File: config.mk
export PLATFORM = sky130hd
export DESIGN_NAME = chash_ram
export DESIGN_NICKNAME = d
export VERILOG_FILES = /design/src/sv/chash_ram.sv
export SDC_FILE = /design/constraint.sdc
export NUM_CORES = 1
export LEC_CHECK = 0
export ABC_AREA = 1
export BUFFER_PORTS_ARGS = -buffer_cell sky130_fd_sc_hd__buf_2
export CAP_MARGIN = 20
export CORE_MARGIN = 1
export CORE_UTILIZATION = 35
export DETAILED_ROUTE_END_ITERATION = 12
export GPL_ROUTABILITY_DRIVEN = 0
export MAX_ROUTING_LAYER = met4
export PLACE_DENSITY = 0.52
export SLEW_MARGIN = 20
export SYNTH_ARGS = -nofsm -noshare
export SYNTH_HDL_FRONTEND = slang
export SYNTH_SLANG_ARGS = --single-unit
File: constraint.sdc
create_clock -name clock -period 2.4 [get_ports clock]
set_input_delay 0.12 -clock clock [delete_from_list [all_inputs] [get_ports clock]]
set_output_delay 0.12 -clock clock [all_outputs]
set_load 0.005 [all_outputs]
File: src/sv/chash_ram.sv
// Generic single-write, single-read RAM with registered read data.
module chash_ram #(
   parameter int WIDTH = 8,
   parameter int DEPTH = 16
) (
   input  logic                     clock,
   input  logic                     wr_en,
   input  logic [$clog2(DEPTH)-1:0] wr_addr,
   input  logic [WIDTH-1:0]         wr_data,
   input  logic                     rd_en,
   input  logic [$clog2(DEPTH)-1:0] rd_addr,
   output logic [WIDTH-1:0]         rd_data
);

   logic [WIDTH-1:0] mem [DEPTH];
   logic [WIDTH-1:0] rd_data_ff;

   always_ff @(posedge clock) begin
      if (wr_en) begin
         mem[wr_addr] <= wr_data;
      end
      if (rd_en) begin
         rd_data_ff <= mem[rd_addr];
      end
   end

   assign rd_data = rd_data_ff;

endmodule

* Word level (Yosys, flattened, before mapping)
Memory sizes are Yosys's and may differ from the RTL's. A register that Yosys moved wholly into a read port is not among the register bits.
Cells that the tools add are included.
** Word-level totals
- Bits in registers :: 0
- RAM bits :: 128
- Output and inout port bits :: 8
- Input port bits :: 19
- Word-level logic and storage cells :: 3
- Memories kept :: 1
** Operators by class
- Muxes and demuxes :: 2
** Memory list
- mem :: words 16, bits a word 8, read ports 1, clocked after memory_dff 1, write ports 1, RTL line 15 : logic [WIDTH-1:0] mem [DEPTH];
** Operators with widths (count)
- $mux 1 :: 2

* Logic depth before layout (Yosys ltp)
- Word-level depth :: 2
- Depth in mapped cells :: 8

* Worst setup path after synthesis
No wires, ideal clock.
- Path kind :: in2reg
- Start :: input wr_addr[2]
- End :: memory mem[10][0], enable pin
- Path buffers :: 0
- Stages :: 2
- Setup time :: 0.370 ns
- Arrival :: 0.701 ns
- Path slack :: 1.329 ns
- Path through :: nand3b_1 > nor2_1
** RTL lines
- start, declared :: RTL line 8 : input logic [$clog2(DEPTH)-1:0] wr_addr,
- end, declared :: RTL line 15
No word-level cell before the write port.

==> qor.yml <==
setup_path:
  path_depth: 6
  cp.required_ns: 2.57
  cp.arrival_ns: 1.70
  end_kind: "register"
  timing.critical_path.mode_cell: "nand3_1"
  critPathTopFamily: "buffers and inverters"
  reg2reg_setup_slack_ns: 1.19
  critPathBufInv: 2
  rr_startpoint: "mem[5][4]"
  reg2reg_depth: 6
  crit_type: "in2reg"
  cp_max_fo: 33
  crit_chain: "buf_2 > inv_2 > nand3_1 > nand3_1 > nand3_1 > nand2_1"
  worst_setup_path_start_kind: "input port"
  reg2reg_to: "rd_data[4]"
  max_stage_delay_ns: 0.52
  crit_slowest_cell: "buf_2"
die:
  ios: 27
  dieHeight_um: 131
  start_util_pct: 36.3
  die_w_um: 131
  rows: 46
  core-area_um2: 16100
  die_area_um2: 17200
timing:
  worst_pin_slew_ns: 0.860
  min_period_over_period_pct: 63.7
  fin_ws_ns: 0.872
  final.min_clock_period_ns: 1.53
  drv_slew: 0
  setup_viol: 0
  max_freq_mhz: 655
  slew_headroom_pct: 42.4
  rsz0062_at_grt: "false"
  finalClockSkew_ns: 0.0108
  setup_tns_ns: 0
  timing_hold_violations_final: 0
logic_synthesis:
  synth.area.top_cells: "edfxtp_1, nand2_1, nand3_1, inv_1, buf_6"
  syn-num-nets: 570
  yosysUniqueCellTypes: 11
  ys_seq_area_share_pct: 69.8
  yosys_register_bits: 136
  synthArstFlopShare_pct: 0
  syn_area_per_cell_um2: 10.6
  ys_top_cells_by_count: "nand2_1, edfxtp_1, inv_1"
  ys.warnings.count: 0
  synth_largest_area_cell: "edfxtp_1"
  synth_edf_count: 136
  yosysMostFrequentCell: "nand2_1"
  synth.cell_area_um2: 5850
  synth-main-ff-cell: "edfxtp_1"
  syn_inst: 551
  synth_top_area_share_pct: 69.8
drt:
  drc_errors: 0
  wire_per_inst_um: 17.0
  vias: 3758
  ant_nets: 0
  drt_iter0_markers: 334
  avgViaCountPerCell: 4.66
  drt_wl_total_um: 13700
  dr.pass1.iters: 5
hold_path:
  hold_depth: 1
  hp-start: "rd_en"
  holdPathEnd: "rd_data[5]"
  min_path_type: "in2reg"
global_routing:
  grt_overflow: 0
  grt_pass1_wl_um: 21800
  grt_max_degree: 65
  antenna_found_initial: 0
  grtUsageTotal_pct: 17.8
  grt_pass1_vias: 3750
placed_design:
  numPortBuffers: 26
  place_ws_ns: 0.456
  placed_cells: 775
  hpwl_um: 8660
clocking:
  cts_sinks: 136
  cts_buffers: 17
  cts_tree: "yes"
  ctsHoldBuffers: 0
  postCtsSetupBuffers: 0
  cts_max_path_buffers: 2
  clkSlewWorstSetupHoldPaths_ns: 0.06
  insertion_delay_ns: 0.43
  post_cts_resized: 0
  cts_root_buf: "clkbuf_16"
  htreeDepth: 4
outcome:
  status: "finished clean"
power:
  power.density_nw_per_um2: 836
  total_leakage_power_nw: 2.84
  vdd_ir_drop_max_mv: 0.559
  total_power_mw: 5.63
layout:
  nNetsFinal: 597
  nFillCells: 1610
  drive_gt1_share_pct: 11.2
  fin_cells: 807
  diodes: 0
  areaGrowthSynthToFinish_pct: 15.3
job:
  drv_cap: 0
[cell usage in the layout, fill, tap and decap left out]
| cell | netlist | routed |
|---|---|---|
| clkinvlp_4 | 0 | 7 |
| buf_12 | 0 | 1 |
| bufinv_16 | 0 | 3 |
| inv_1 | 100 | 100 |
| inv_2 | 2 | 2 |
| nand3b_1 | 2 | 2 |
| buf_2 | 13 | 26 |
| nor2_1 | 17 | 17 |
| edfxtp_1 | 136 | 136 |
| nand2_1 | 173 | 173 |
| nand3_1 | 97 | 97 |
| clkinv_4 | 0 | 2 |
| clkbuf_16 | 0 | 17 |
| clkinv_2 | 0 | 2 |
| inv_6 | 0 | 1 |
| buf_4 | 4 | 5 |
[per-layer routing]
layer	part of all wire (%)	GRT usage, %	vias to the layer above	wire length, um
met5	0	-	-	0
met4	1.3	6.78	0	177
met3	7.6	4.17	13	1050
met2	48	27.0	115	6510
met1	43	23.0	1791	5950
li1	-	-	1839	-
[worst max path at each step]
| stage | from | endpoint |
|---|---|---|
| after floorplan | wr_addr[2] | mem[10][0] |
| after global placement | rd_addr[1] | rd_data[4] |
| after detailed placement | rd_addr[1] | rd_data[3] |
| after CTS | rd_addr[1] | rd_data[3] |
| after global routing | rd_addr[1] | rd_data[4] |
| final | rd_addr[1] | rd_data[4] |
[per-stage QoR]
step	util (%)	hold WS (ns)	cell area, um^2
after floorplan	-	0.219	5850
after global placement	38.1	0.498	6140
after detailed placement	38.1	0.495	6140
after CTS	41.8	0.0446	6740
after global routing	41.8	0.0480	6740
final	41.8	0.0554	6740
[registers in the layout, summed over array words and instances (netlist names)]
signal / count
mem: 128
rd_data: 8
[power breakdown]
group | internal, mW | switching [mW]
Combinational | 0.0847 | 0.228
Clock | 1.63 | 0.999
Sequential | 2.68 | 0.0157
Total | 4.39 | 1.24
[worst reg2reg max path, delay by kind of cell, from the launching register on]
kind          cells  cell delay [ns]
buf+inv           1             0.06
flops             1             0.37
simple gates      5             0.53
[cells by family (layout without fill, tap and decap cells)]
kind of cell	Yosys count	count (layout)	share of synthesized area [%]
AND/OR/NAND/NOR	289	289	20.8
buffers and inverters	126	166	9.39
flip-flops	136	136	69.8
[layout make-up]
type                            count  area [um^2]  area share (%)
Sequential cell                   136         4080            60.6
Clock inverter                     15          179            2.65
Tap cell                          216          270            4.01
Inverter                          102          383            5.68
Timing Repair Buffer               32          188            2.78
Multi-Input combinational cell    289         1210            18.0
Clock buffer                       17          425            6.31
Power figures use the tool's default switching activity.
