### config.mk
export PLATFORM = sky130hd
export DESIGN_NAME = chash_mod
export DESIGN_NICKNAME = d
export VERILOG_FILES = /design/src/sv/chash_pkg.sv /design/src/sv/chash_mod.sv
export SDC_FILE = /design/constraint.sdc
export NUM_CORES = 1
export LEC_CHECK = 0
export ABC_AREA = 1
export BUFFER_PORTS_ARGS = -buffer_cell sky130_fd_sc_hd__buf_2
export CAP_MARGIN = 20
export CORE_MARGIN = 8
export CORE_UTILIZATION = 57
export CTS_CLUSTER_DIAMETER = 60
export CTS_CLUSTER_SIZE = 28
export DETAILED_ROUTE_END_ITERATION = 6
export GPL_TIMING_DRIVEN = 0
export PLACE_DENSITY = 0.84
export SYNTH_ARGS = -nofsm -noshare
export SYNTH_HDL_FRONTEND = slang
export SYNTH_SLANG_ARGS = --single-unit
### constraint.sdc
create_clock -name clock -period 3.4 [get_ports clock]
set_input_delay 0.51 -clock clock [delete_from_list [all_inputs] [get_ports clock]]
set_output_delay 0.51 -clock clock [all_outputs]
set_load 0.005 [all_outputs]
### src/sv/chash_pkg.sv
// Shared types, codes and constants for the chained hash accumulator.
package chash_pkg;

   localparam int MODE_W     = 3;
   localparam int STATUS_W   = 2;
   localparam int FIELD_W    = 32;
   localparam int COUNT_W    = 10;
   localparam int HASH_BITS  = 32;
   localparam int MOD_DIGIT  = 4;
   localparam int MOD_STEPS  = HASH_BITS / MOD_DIGIT;

   localparam int DEF_NUM_BUCKETS = 1024;
   localparam int DEF_NUM_ENTRIES = 1024;
   localparam int DEF_KEY_BITS    = 32;
   localparam int DEF_VALUE_BITS  = 32;

   localparam logic [MODE_W-1:0] MODE_LOOKUP = 3'd0;
   localparam logic [MODE_W-1:0] MODE_INSERT = 3'd1;
   localparam logic [MODE_W-1:0] MODE_REMOVE = 3'd2;
   localparam logic [MODE_W-1:0] MODE_ADD    = 3'd3;
   localparam logic [MODE_W-1:0] MODE_CLEAR  = 3'd4;

   localparam logic [STATUS_W-1:0] ST_OK      = 2'd0;
   localparam logic [STATUS_W-1:0] ST_ABSENT  = 2'd1;
   localparam logic [STATUS_W-1:0] ST_FULL    = 2'd2;
   localparam logic [STATUS_W-1:0] ST_DROPPED = 2'd3;

   typedef enum logic [3:0] {
      S_SWEEP,
      S_IDLE,
      S_MOD,
      S_HREAD,
      S_HWAIT,
      S_EREAD,
      S_ECMP,
      S_UNLINK1,
      S_UNLINK2,
      S_ALLOC,
      S_AWAIT,
      S_AWRITE,
      S_RESP
   } state_type;

endpackage

### src/sv/chash_mod.sv
// Hash-to-bucket remainder unit, four hash bits per cycle.
module chash_mod #(
   parameter int NUM_BUCKETS = chash_pkg::DEF_NUM_BUCKETS
) (
   input  logic                           clock,
   input  logic                           reset,
   input  logic                           start,
   input  logic [chash_pkg::HASH_BITS-1:0] hash,
   output logic                           done,
   output logic [$clog2(NUM_BUCKETS)-1:0] bucket
);
   import chash_pkg::*;

   localparam int BW = $clog2(NUM_BUCKETS);
   localparam int SW = $clog2(MOD_STEPS);
   localparam logic [BW:0] NB = (BW+1)'(NUM_BUCKETS);

   logic [BW:0]          rem_ff, rem_in;
   logic [HASH_BITS-1:0] sh_ff, sh_in;
   logic [SW-1:0]        step_ff, step_in;
   logic                 busy_ff, busy_in;
   logic                 done_ff, done_in;

   always_comb begin
      logic [BW:0] r;
      r       = rem_ff;
      sh_in   = sh_ff;
      step_in = step_ff;
      busy_in = busy_ff;
      done_in = 1'b0;
      if (start) begin
         r       = '0;
         sh_in   = hash;
         step_in = '0;
         busy_in = 1'b1;
      end else if (busy_ff) begin
         for (int j = 0; j < MOD_DIGIT; j++) begin
            r = {r[BW-1:0], sh_ff[HASH_BITS-1-j]};
            if (r >= NB) begin
               r = r - NB;
            end
         end
         sh_in   = sh_ff << MOD_DIGIT;
         step_in = step_ff + 1'b1;
         if (step_ff == SW'(MOD_STEPS-1)) begin
            busy_in = 1'b0;
            done_in = 1'b1;
         end
      end
      rem_in = r;
   end

   always_ff @(posedge clock) begin
      if (reset) begin
         busy_ff <= 1'b0;
         done_ff <= 1'b0;
         step_ff <= '0;
      end else begin
         busy_ff <= busy_in;
         done_ff <= done_in;
         step_ff <= step_in;
      end
   end

   always_ff @(posedge clock) begin
      rem_ff <= rem_in;
      sh_ff  <= sh_in;
   end

   assign done   = done_ff;
   assign bucket = rem_ff[BW-1:0];

endmodule

Word level (Yosys, flattened, before mapping)
Index checks and enable logic that the tools add are counted.
Widths: inputs -> output; s select.
{"block": "totals", "regBits": 47, "inputBits": 35, "output_inout_bits": 11, "word_cells": 35}
{"block": "op_classes", "add_sub_neg": 5, "order_cmp": 4, "eq_ne": 1, "muxes": 16, "bitwise": 1, "n_reduce_logical": 3}
{"op": "$mux 10", "n": 10}
{"op": "$mux 32", "n": 2}
{"op": "$ge 11x11->1 const B", "n": 4}
{"op": "$sub 10x1->10 const B", "n": 4}
{"op": "$mux 1", "n": 4}
{"op": "$add 3x1->3 const B", "n": 1}
{"op": "$eq 3x3->1 const B", "n": 1}
{"op": "$reduce_or 3->1", "n": 1}
{"op": "$reduce_bool 2->1", "n": 1}
{"op": "$reduce_or 2->1", "n": 1}
{"op": "$not 1->1", "n": 1}

Longest topological paths before layout
Gate-level depths: netlist of run 1.
{"block": "depth", "ltp_word": 14, "ltp_mapped": 6, "mapped_depth_nobuf": 6}

Worst setup path after synthesis of run 1
OpenSTA, ideal clock, no wires.
{"block": "synth_timing", "path_kind": "input -> register", "startpoint": "input port start", "endpoint": "register sh_ff[0] (enable)", "setup_ns": 0.387, "arrival_time_ns": 1.290, "required_time_ns": 3.013, "slack_ns": 1.724, "cell_stages": 3, "path_buffers": 1, "path_cell_list": "buf_6 > nor2_1 > inv_1"}
{"block": "synth_via", "elab_chain_len": 1}
{"item": "start, declared", "line": "chash_mod.sv:7", "source": "input logic start,"}
{"item": "$reduce_bool 2->1 (no source line)"}
{"item": "end signal, assigned", "line": "chash_mod.sv:67", "source": "sh_ff <= sh_in;"}
{"item": "end, declared", "line": "chash_mod.sv:19", "source": "logic [HASH_BITS-1:0] sh_ff, sh_in;"}
Every way passes these cells.
A chain may end at the register's enable or synchronous reset.

Final worst setup path of run 1
{"block": "layout_timing", "startpoint": "register busy_ff", "endpoint": "register sh_ff[17] (enable)"}
{"block": "layout_via", "elab_chain_len": 1}
{"item": "start, declared", "line": "chash_mod.sv:21", "source": "logic busy_ff, busy_in;"}
{"item": "start signal, assigned", "line": "chash_mod.sv:59", "source": "busy_ff <= busy_in;"}
{"item": "$reduce_bool 2->1 (no source line)"}
Every way passes these cells.

==> summary.md, run 1 <==
| Metric | Value |
|---|---|
| Synth area leaders | edfxtp_1 48%, nand2_1 22%, dfxtp_1 15% |
| Die W | 75.1 um |
| Slew margin rel. | 55.4% |
| Clock Sinks | 47 |
| Status | completed |
| Cell row count | 21 |
| Top post-synthesis cells by count | 117 x nand2_1, 32 x edfxtp_1, 30 x nor2_1 |
| Clk slew on worst S/H paths | 0.12 ns |
| Clk Latency, worst-skew pair | 0.35 ns |
| CP max FO | 18 |
| Largest delay share family, worst path | buffers and inverters |
| Synth-to-layout area growth | 18.4% |
| Port-buffer cells | 44 |
| Post-route setup slack | 1.64 ns |
| Hold-fix buffers, CTS | 0 |
| Largest family of logic cells by synthesized area | simple AND/OR/NAND/NOR gates |
| Total CTS buffers | 5 |
| Synth Area in Adders | 1.26% |
| Startpoint types | flop |
| CP Capture Type | flop |
| Critical path class | reg2reg |
| Io pins | 46 |
| Initial Util | 59.7% |
| DRC viols | 0 |
| Buffers & Inverters on Critical Path | 4 |
| Syn. warnings | 0 |
| WP data required | 3.48 ns |
| Initial DRC Count | 101 |
| Setup WS pre-CTS | 1.65 ns |
| Vias in the first global route | 1461 |
| Via density | 4.67 |
| H-tree levels | 2 |
| Setup bufs post-CTS | 0 |
| Hpwl dp | 2740 um |
| CTS tree | done |
| First-pass GRT wire length | 6190 um |
| CP cell instances | buf_4, buf_4, nor2_1, inv_1, buf_16 |
| Crit path top cell by count | buf_4 |
| Tot GR Track Use | 14.5% |
| Share of cells above drive strength 1 | 22.9% |
| Routability cong. | 0.729 |
| Actual slew at the worst max-slew pin | 0.668 ns |
| Worst vdd ir | 323 uV |
| Worst EP arrival | 1.83 ns |
| Mean Syn Cell Area | 8.81 um2 |
| Yosys reg bits | 47 |
| Nets | 315 |
| Power per cell area | 463 nW/um2 |
| Fin. max-slew vios | 0 |
| WL per Instance | 11.6 um |
| Routed Wire Length | 3780 um |
| Initial antenna violation count | 0 |
| Ys flop type | edfxtp_1 |
| Routed Antenna Nets | 0 |
| Die height | 75.1 um |
| Seq/Total Area, Yosys | 63.4% |
| EDFF count, synth | 32 |
| Hold Crit Class | in2reg |
| Post-synthesis cell type count | 10 |
| Cells after synthesis | 226 |
| Final Hold Fails | 0 |
| Share of the synthesized area in the top cell type | 48.3% |
| 1st-pass router iterations | 4 |
| Unrepaired setup endpoints after global routing | false |
| Bufs on Longest Clock Path | 2 |
| Count leader, synth | nand2_1 |
| Clock Skews | 0.00827 ns |
| Max cap viols | 0 |
| Largest net degree at the start of global routing | 19 |
| CP max stage cell | inv_1 |
| Syn Nets | 263 |
| Largest stage delay, worst path | 0.49 ns |
| PostCTS Resize Cnt | 0 |
| Antenna cells | 0 |
| Mux cell area share after synthesis | 0% |
| Post-Synth XOR/XNOR Area | 0% |
| Core area | 3340 um2 |
| Yosys top cell by area | edfxtp_1 |
| Overflow after GRT | 0 |
| Post-synth ARST share | 0% |
| Leak | 0.00121 uW |
| FMAX | 570 MHz |
| Mapped Area | 1990 um2 |
| Endpoints failing setup | 0 |
| Post-synthesis compound-gate area fraction | 0% |
| Final min period | 1.76 ns |
| CTS root buf | clkbuf_4 |
| Die area | 5640 um2 |
| Filler cells | 284 |
| Post-synthesis simple-gate area fraction | 27.7% |
| Setup TNS | 0 ns |
| Via count | 1517 |
| Part of the cycle the worst path needs | 51.6% |
[path summary, 6_finish.rpt]
| path | depth (start not counted) | from | slack, ns | end |
|---|---|---|---|---|
| worst max-delay path | 5 | busy_ff | 1.64 | sh_ff[17] |
| worst min-delay path | 4 | reset | 0.40 | done |
| worst max register to register | 5 | busy_ff | 1.64 | sh_ff[17] |
| worst min register to register | 2 | rem_ff[8] | 0.48 | rem_ff[8] |
[placed cells by master (no fill, tap or decap)]
cell and n:
buf_16 1, buf_2 49, buf_4 3, buf_6 3, clkbuf_1 1, clkbuf_4 5
clkbuf_8 1, clkinv_2 1, dfxtp_1 15, edfxtp_1 32, ha_1 2, inv_1 18
inv_2 1, nand2_1 117, nor2_1 30
[metal layers]
metal	GRT usage, %	vias to the layer above	share of wire (%)
li1	-	787	-
met1	16.2	671	41
met2	24.5	53	49
met3	5.86	6	9.4
met4	4.78	0	0.85
met5	0	-	0
[flip-flops by register name (all words and copies together), names as in the netlist]
register,cells
sh_ff,32
rem_ff,10
done,1
busy_ff,1
step_ff,3
[where the power goes]
part | internal (uW) | switching (uW)
sequential | 669 | 16.3
combinational | 59.4 | 76.9
clock | 101 | 167
[layout make-up]
cell class              count  area [um2]  area share (%)
clock buffers               7        55.1            2.34
repair buffers             45         248            10.5
multi-input cells         149         577            24.5
clock inverters             1        5.00           0.212
flip-flops and latches     47        1260            53.5
plain buffers              11        81.3            3.45
well taps                  46        57.6            2.44
inverters                  19        71.3            3.03
[worst register-to-register path, stage by stage (launching register included)]
cell	delay, ns
dfxtp_1	0.33
buf_4	0.16
buf_4	0.19
nor2_1	0.07
inv_1	0.49
buf_16	0.23
[through the flow]
step | util (%) | instance area [um2] | power (uW) | hold slack, ns | instances
after floorplan | - | 1990 | 780 | 0.453 | 226
after global placement | 68.0 | 2270 | 825 | 0.455 | 316
after detailed placement | 68.8 | 2300 | 837 | 0.460 | 317
after CTS | 70.6 | 2360 | 1100 | 0.389 | 325
after global routing | 70.6 | 2360 | 1140 | 0.394 | 325
final | 70.6 | 2360 | 1090 | 0.401 | 325
[cell families after synthesis]
group,after synthesis
DFF,47
buffers and inverters,30
and+or+nand+nor,147
adders and majority gates,2
Power figures use the tool's default switching activity.
==> run 2, diff against run 1 <==
Settings changed: CORE_UTILIZATION 57 to 53, PLACE_DENSITY 0.84 to 0.79.
Clock period 3.4 ns to 1.8 ns, I/O delays scaled along.
==> summary.md, run 2 (synthesized netlist as in run 1, its figures left out) <==
| Metric | Value |
|---|---|
| DRC viols | 0 (unchanged) |
| Minimum setup slack among reg-to-reg paths | 0.13 ns (-1.51 ns) |
| Routed Antenna Nets | 0 (unchanged) |
| WL per Instance | 11.5 um (-0.85%) |
| Initial DRC Count | 58 (-43%) |
| Hold Crit Class | in2reg |
| Fin. max-slew vios | 0 (unchanged) |
| Post-route setup slack | 0.132 ns (-1.51 ns) |
| Tot GR Track Use | 12.9% (-1.7 points) |
| Total CTS buffers | 5 (unchanged) |
| Largest net degree at the start of global routing | 22 (+3) |
| Initial antenna violation count | 0 (unchanged) |
| Largest stage delay, worst path | 0.40 ns (-0.09 ns) |
| Worst EP arrival | 1.67 ns (-0.16 ns) |
| Reg2reg path depth | 5 (unchanged) |
| CP cell instances | buf_4, buf_4, nor2_1, inv_1, buf_16 |
| Cell row count | 22 (+4.8%) |
| Overflow after GRT | 0 (unchanged) |
| Power per cell area | 909 nW/um2 (+97%) |
| Hold-fix buffers, CTS | 0 (unchanged) |
| Clk slew on worst S/H paths | 0.09 ns (-0.03 ns) |
| Largest delay share family, worst path | buffers and inverters |
| Crit path top cell by count | buf_4 |
| Slew margin rel. | 64.6% (+9.2 points) |
| Max cap viols | 0 (unchanged) |
| Io pins | 46 (unchanged) |
| Commonest non-fill, non-tap cell in the layout | nand2_1 |
| Unrepaired setup endpoints after global routing | false |
| Routed Wire Length | 3770 um (-0.24%) |
| Nets | 315 (unchanged) |
| Synth-to-layout area growth | 19.9% |
| CP max FO | 21 (+3) |
| Routability cong. | 0.768 (+5.3%) |
| Status | completed |
| CTS tree | done |
| Final min period | 1.67 ns (-0.0874 ns) |
| CP Depth | 5 (unchanged) |
| Max reg flops | 32 (unchanged) |
| Clock Sinks | 47 (unchanged) |
| Biggest registers after layout | sh_ff x32, rem_ff x10, step_ff x3 |
| CTS root buf | clkbuf_8 |
| Core area | 3630 um2 (+8.9%) |
| Hold slack | 0.226 ns (-0.175 ns) |
| Hold Path Depth | 3 (-1) |
| Share of cells above drive strength 1 | 23.3% (+0.36 points) |
| Setup bufs post-CTS | 0 (unchanged) |
| Worst vdd ir | 491 uV (+52%) |
| Die area | 5970 um2 (+5.9%) |
| Port-buffer cells | 44 (unchanged) |
| Most frequent cells in the layout | 117 x nand2_1, 49 x buf_2, 32 x edfxtp_1 |
| Die W | 77.3 um (+2.9%) |
| CP max stage cell | inv_1 |
| Pwr Total | 2170 uW (+99%) |
| Final Hold Fails | 0 (unchanged) |
| Buffers & Inverters on Critical Path | 4 (unchanged) |
| Biggest register | sh_ff |
| 1st-pass router iterations | 4 (unchanged) |
| Antenna cells | 0 (unchanged) |
| Clk Latency, worst-skew pair | 0.30 ns (-0.05 ns) |
| Startpoint types | flop |
| Bufs on Longest Clock Path | 2 (unchanged) |
| Endpoints failing setup | 0 (unchanged) |
| FMAX | 599 MHz (+5.2%) |
| Via count | 1483 (-2.2%) |
| PostCTS Resize Cnt | 0 (unchanged) |
| Part of the cycle the worst path needs | 92.7% (+41 points) |
| WP data required | 1.81 ns (-1.67 ns) |
| Setup WS pre-CTS | 0.127 ns (-1.52 ns) |
| First-pass GRT wire length | 6180 um (-0.11%) |
| Via density | 4.54 (-2.8%) |
| Critical path class | reg2reg |
| Die height | 77.3 um (+2.9%) |
| Actual slew at the worst max-slew pin | 0.530 ns (-0.138 ns) |
| Initial Util | 54.8% (-4.9 points) |
| Vias in the first global route | 1404 (-3.9%) |
| Clock Skews | 0.00753 ns (-0.000740 ns) |
| Leak | 0.00122 uW (+0.76%) |
| H-tree levels | 2 (unchanged) |
| Hpwl dp | 2680 um (-2.3%) |
| CP Capture Type | flop |
[run 2: path summary, 6_finish.rpt]
| path | from | to |
|---|---|---|
| max reg2reg | busy_ff | sh_ff[14] |
| min | hash[1] | sh_ff[1] |
| max | busy_ff | sh_ff[14] |
| min reg2reg | rem_ff[9] | rem_ff[9] |
[run 2: area by class of cell]
class / count / area [um2]
clock buffers: 5 / 68.8
fillers: 323 / 1250
well taps: 48 / 60.1
multi-input cells: 149 / 577
flip-flops and latches: 47 / 1260
plain buffers: 11 / 81.3
repair buffers: 45 / 248
clock inverters: 3 / 18.8
inverters: 19 / 71.3
[run 2: through the flow]
step                area [um2]  TNS, ns  instances  utilization, %
floorplan                 1990        0        226               -
global placement          2270    -6.68        318            62.5
detailed placement        2300        0        319            63.3
CTS                       2390        0        327            65.7
global route              2390        0        327            65.7
finish                    2390        0        327            65.7
[run 2: metal layers]
metal  vias to the layer above  wire [um]  part of all wire, %  track usage [%]
li1                        787          -                    -                -
met1                       646       1630                   43             14.1
met2                        46       1800                   48             21.4
met3                         4        301                  8.0             6.06
met4                         0         40                  1.1             3.96
met5                         -          0                    0                0
[run 2: worst reg2reg max path: stages, from the launching register on]
cell,delay (ns)
dfxtp_1,0.32
buf_4,0.17
buf_4,0.19
nor2_1,0.07
inv_1,0.40
buf_16,0.23
[run 2: power breakdown]
part | internal, uW | switching, uW | total [uW]
logic | 112 | 145 | 257
registers | 1260 | 30.6 | 1290
clock network | 272 | 346 | 619
total | 1650 | 522 | 2170
